### src/hw/rtl/gmmd_pkg.sv
package gmmd_pkg;

	localparam int unsigned WordW = 64;
	localparam int unsigned CfgIdxW = 2;
	localparam int unsigned CfgDataW = 12;

	localparam logic [CfgIdxW-1:0] CfgWidth = 2'd0;
	localparam logic [CfgIdxW-1:0] CfgHeight = 2'd1;
	localparam logic [CfgIdxW-1:0] CfgGoals = 2'd2;

	typedef struct packed {
		logic store_row;
		logic clear_start;
		logic clear_step;
		logic seed;
		logic rd_top;
		logic try_step;
		logic rd_cell;
		logic eval;
		logic rd_out;
		logic emit;
	} gmmd_cmd_t;

	typedef struct packed {
		logic clear_done;
		logic top_empty;
		logic tries_done;
		logic in_range;
		logic search_done;
		logic out_done;
	} gmmd_sts_t;

endpackage

### src/hw/rtl/gmmd_ctrl.sv
module gmmd_ctrl (
	input  logic                clk,
	input  logic                arst_n,
	input  logic                in_valid,
	input  logic                in_last,
	output logic                in_ready,
	input  logic                out_ready,
	output logic                out_valid,
	input  gmmd_pkg::gmmd_sts_t sts,
	output gmmd_pkg::gmmd_cmd_t cmd
);
	typedef enum logic [3:0] {
		ST_LOAD, ST_CLEAR, ST_SEED, ST_TOP, ST_TOPW, ST_TRY, ST_CELL, ST_EVAL,
		ST_ORD, ST_ORDW, ST_OUT
	} state_t;

	state_t state_q;

	always_comb begin
		cmd = '0;
		in_ready = (state_q == ST_LOAD);
		out_valid = (state_q == ST_OUT);
		cmd.store_row = in_valid && in_ready;
		cmd.clear_start = cmd.store_row && in_last;
		cmd.clear_step = (state_q == ST_CLEAR);
		cmd.seed = (state_q == ST_SEED);
		cmd.rd_top = (state_q == ST_TOP);
		cmd.try_step = (state_q == ST_TRY);
		cmd.rd_cell = (state_q == ST_CELL);
		cmd.eval = (state_q == ST_EVAL);
		cmd.rd_out = (state_q == ST_ORD);
		cmd.emit = out_valid && out_ready;
	end

	always_ff @(posedge clk or negedge arst_n) begin
		if (!arst_n) begin
			state_q <= ST_LOAD;
		end else begin
			unique case (state_q)
				ST_LOAD: if (cmd.clear_start) state_q <= ST_CLEAR;
				ST_CLEAR: if (sts.clear_done) state_q <= ST_SEED;
				ST_SEED: state_q <= ST_TOP;
				ST_TOP: begin
					if (sts.top_empty) state_q <= ST_ORD;
					else state_q <= ST_TOPW;
				end
				ST_TOPW: state_q <= ST_TRY;
				ST_TRY: begin
					if (sts.tries_done || !sts.in_range) state_q <= ST_TOP;
					else state_q <= ST_CELL;
				end
				ST_CELL: state_q <= ST_EVAL;
				ST_EVAL: begin
					if (sts.search_done) state_q <= ST_ORD;
					else state_q <= ST_TOP;
				end
				ST_ORD: state_q <= ST_ORDW;
				ST_ORDW: state_q <= ST_OUT;
				ST_OUT: begin
					if (out_ready) begin
						if (sts.out_done) state_q <= ST_LOAD;
						else state_q <= ST_ORD;
					end
				end
				default: state_q <= ST_LOAD;
			endcase
		end
	end
endmodule

### config.mk
export PLATFORM = sky130hd
export DESIGN_NAME = gmmd_ctrl
export DESIGN_NICKNAME = d
export VERILOG_FILES = /design/src/hw/rtl/gmmd_pkg.sv /design/src/hw/rtl/gmmd_ctrl.sv
export SDC_FILE = /design/constraint.sdc
export NUM_CORES = 1
export LEC_CHECK = 0
export BUFFER_PORTS_ARGS = -buffer_cell sky130_fd_sc_hd__buf_4
export CAP_MARGIN = 20
export CORE_AREA = 10 10 47 49
export CTS_CLUSTER_SIZE = 40
export DETAILED_ROUTE_END_ITERATION = 8
export DIE_AREA = 0 0 57 59
export REMOVE_ABC_BUFFERS = 1
export SYNTH_ARGS = -nofsm -noshare
export SYNTH_HDL_FRONTEND = slang
export SYNTH_SLANG_ARGS = --single-unit
### constraint.sdc
create_clock -name clk -period 3.5 [get_ports clk]
set_input_delay 0.525 -clock clk [delete_from_list [all_inputs] [get_ports clk]]
set_output_delay 0.525 -clock clk [all_outputs]
set_load 0.1 [all_outputs]
# == Word-level counts from Yosys, hierarchy flattened ==
# Cells that the tools add are included.
# word_totals
reg_bits,4
inputBits,11
wordCells,29
# classes
eq_ne,13
n_mux,8
n_reduce_logical,7
# ops
op,count
one-hot mux 4 bit (11 select lines),1
two-way mux 4 bit,6
equality test 4 x 3 -> 1 bit (second input constant),4
equality test 4 bit (second input constant),3
equality test 4 x 2 -> 1 bit (second input constant),2
equality test 4 x 1 -> 1 bit (second input constant),1
zero test 4 bit,1
inequality test 2 bit (second input constant),2
logical AND 1 bit,3
two-way mux 3 bit,1
AND reduction 3 bit,1
inequality test 2 x 1 -> 1 bit (second input constant),1
zero test 1 bit,1
logical OR 1 bit,1

# == Logic depth before layout (Yosys ltp) ==
# depth
ltp_word,5
ltp_mapped,5

# == Least setup slack after synthesis ==
# OpenSTA, ideal clock, no wires.
# synth_path
path_type,register to output
from,register state_q[2]
to,output cmd[1] in the netlist's numbering
arrival_time_ns,2.760
required_ns,2.975
setup_slack_ns,0.215
path_stages_with_launch,4
path_buffers,1
path_cell_list,dfrtp_1 buf_6 nand2b_1 nor3_1
# synth_rtl
item,line_no,source
"start, declared",gmmd_ctrl.sv:17,state_t state_q;
"start signal, assigned",gmmd_ctrl.sv:37,state_q <= ST_LOAD;
"start signal, assigned",gmmd_ctrl.sv:40,ST_LOAD: if (cmd.clear_start) state_q <= ST_CLEAR;
"start signal, assigned",gmmd_ctrl.sv:41,ST_CLEAR: if (sts.clear_done) state_q <= ST_SEED;
"end, declared",gmmd_ctrl.sv:10,output gmmd_pkg::gmmd_cmd_t cmd

==> run_results.csv <==
group,metric,value,unit
drt,first_pass_iters,4,
setup_path,path_class,"reg2out",
clock_network,ctsResizeCount,0,
global_routing,grt_max_degree,17,
drt,ant_nets,0,
setup_path,crit_buf_inv,2,
floorplanning,design.die.area,3363,sq um
timing,tightest_slew,529.3,ps
global_routing,grt_antenna_before_repair,0,
setup_path,cpLargestDelayFamily,"flip-flops",
setup_path,required,2970,ps
finish,largest_register,"state_q",
setup_path,endpoint_kind,"output port",
finish,reg_top3,"state_q x4",
power_and_ir_drop,power_density,1101,nW/um^2
timing,rsz0062_at_grt,"false",
setup_path,critPathSlowestCell,"dfrtp_1",
setup_path,cp_cell_sequence,"nor2b_1 > nand3_1 > inv_1 > and2_1 > buf_4",
setup_path,r2r-start,"state_q[3]",
job,maxCapViolCount,0,
synth,syn_inst,58,
clock_network,cts_buffers,3,
timing,relSlewSlack,64.72,%
setup_path,cp_data_arrival_time,1750,ps
synth,netlist-cell-type-count,27,
global_routing,grt-ovfl-total,0,
floorplanning,initial_utilization,30.98,%
floorplanning,die_y,59,um
clock_network,clkTransAtPathRegs,40,ps
timing,hold_violations,0,
finish,syn2layout_area_growth,41.21,%
finish,diodes,0,
global_routing,grt_pass1_vias,540,
place,dp_cells,92,
setup_path,slowest_delay,610,ps
clock_network,tritoncts,"built",
floorplanning,boundaryPins,23,
clock_network,postCtsSetupBuffers,0,
global_routing,grtUsageTotal,8.258,%
hold_path,hold_path.class,"in2async",
setup_path,startpoint,"state_q[3]",
timing,timing.fmax,0.4396,GHz
global_routing,grt_pass1_wl,2401,um
synth,synth_area,434.2,sq um
timing,finalSetupViolCount,0,
drt,drt_iter0_markers,6,
drt,num_vias,485,
floorplanning,die_w,57,um
finish,final_common_cell,"buf_4",
status,status,"finished clean",
clock_network,clock_sinks,4,
clock_network,cts_root_buf,"clkbuf_4",
timing,drv_slew,0,
finish,largest_register_ffs,4,
setup_path,start_kind,"register",
timing,setup_tns,0,ps
drt,vias_per_cell,5.105,
place,numPortBuffers,22,
drt,route.detailed.drc,0,
finish,fin_nets,92,
power_and_ir_drop,leakage,0.2846,nW
floorplanning,row_count,14,
floorplanning,core_area,1401,sq um
place,dp_hpwl,1104,um
drt,routedWlPerCell,14.81,um
timing,skew,0.6074,ps
place,gp_congestion,0.7827,
power_and_ir_drop,vdd_drop_max,0.0009317,V
finish,layout_common_cells,"22 x buf_4, 7 x nor3_1, 6 x nor2_1",
finish,drive_above_1_share,36.71,%
clock_network,clk_path_buf_depth,2,
synth,ys_seq_area_share,23.05,%
finish,final_cells,95,
timing,fin_crit,2275,ps
synth,synth.avg_cell_area,7.486,sq um
timing,post-route-period-util,64.99,%
drt,finalWirelength,1407,um
clock_network,ctsHoldBuffers,0,
clock_network,h-tree-depth,1,
synth,ys_seq_elements,4,
synth,ys_warn_count,0,
setup_path,cp_max_fo,14,
clock_network,clock_latency,230,ps
[cell type report]
type,count,area (sq um)
Fill cell,157,788.3
Sequential cell,4,100.1
Tap cell,16,20.02
Multi-Input combinational cell,48,297.8
Inverter,2,7.507
Clock buffer,3,22.52
Timing Repair Buffer,22,165.2
[where the power goes]
part | switching (mW) | leakage [nW] | internal, mW
combinational | 0.358 | 0.219 | 0.134
sequential | 0.0656 | 0.0516 | 0.0628
clock | 0.0162 | 0.0138 | 0.0382
total | 0.440 | 0.285 | 0.235
[kinds of logic (layout without fill, tap and decap cells)]
| kind of cell | Yosys count | count (layout) | synth area share [%] |
|---|---|---|---|
| DFF | 4 | 4 | 23.06 |
| buffers and inverters | 6 | 27 | 8.359 |
| AOI/OAI and AO/OA | 14 | 14 | 22.48 |
| and+or+nand+nor | 33 | 33 | 43.80 |
| muxes | 1 | 1 | 2.306 |
[metal layers]
layer	GRT usage [%]	wire, um	part of all wire, %
met1	9.156	559	40
met2	14.26	709	50
met3	2.790	139	9.9
met4	3.020	0	0
met5	0	0	0
[synthesized netlist by cell type, drive strengths merged]
library cell / instances / area (sq um)
o211ai: 1 / 12.51
buf: 4 / 28.78
o32ai: 1 / 16.27
nand3: 1 / 5.000
nor3b: 1 / 7.510
nor3: 7 / 35.03
a21oi: 4 / 23.77
a221oi: 1 / 8.760
nand2b: 4 / 25.02
nand2: 4 / 15.01
and3: 1 / 6.260
inv: 2 / 7.510
and2: 2 / 12.51
dfrtp: 4 / 100.1
o21ai: 6 / 30.03
nor2: 6 / 22.52
nand3b: 1 / 7.510
o22ai: 1 / 6.260
nor4: 2 / 27.53
nor2b: 3 / 18.77
or2b: 1 / 7.510
mux2i: 1 / 10.01
[per-stage QoR]
step | instance area, sq um | hold slack [ps] | setup slack [ps] | util (%) | total power, mW
after floorplan | 405.4 | 229.4 | 205.0 | - | 0.5118
after global placement | 590.6 | 321.1 | 1513 | 42.14 | 0.6184
after detailed placement | 590.6 | 321.1 | 1459 | 42.14 | 0.6231
after CTS | 613.1 | 80.23 | 1223 | 43.75 | 0.6800
after global routing | 613.1 | 80.14 | 1072 | 43.75 | 0.7159
final | 613.1 | 83.91 | 1225 | 43.75 | 0.6750
[final timing paths]
kind,end,slack [ps],depth (start not counted)
max,cmd[0],1230,5
min,state_q[3],80,1
max reg2reg,state_q[0],1930,4
min reg2reg,state_q[2],740,1
max in group asynchronous,state_q[0],3320,1
min in group clk,state_q[1],510,2
(Power assumes the default switching activity.)
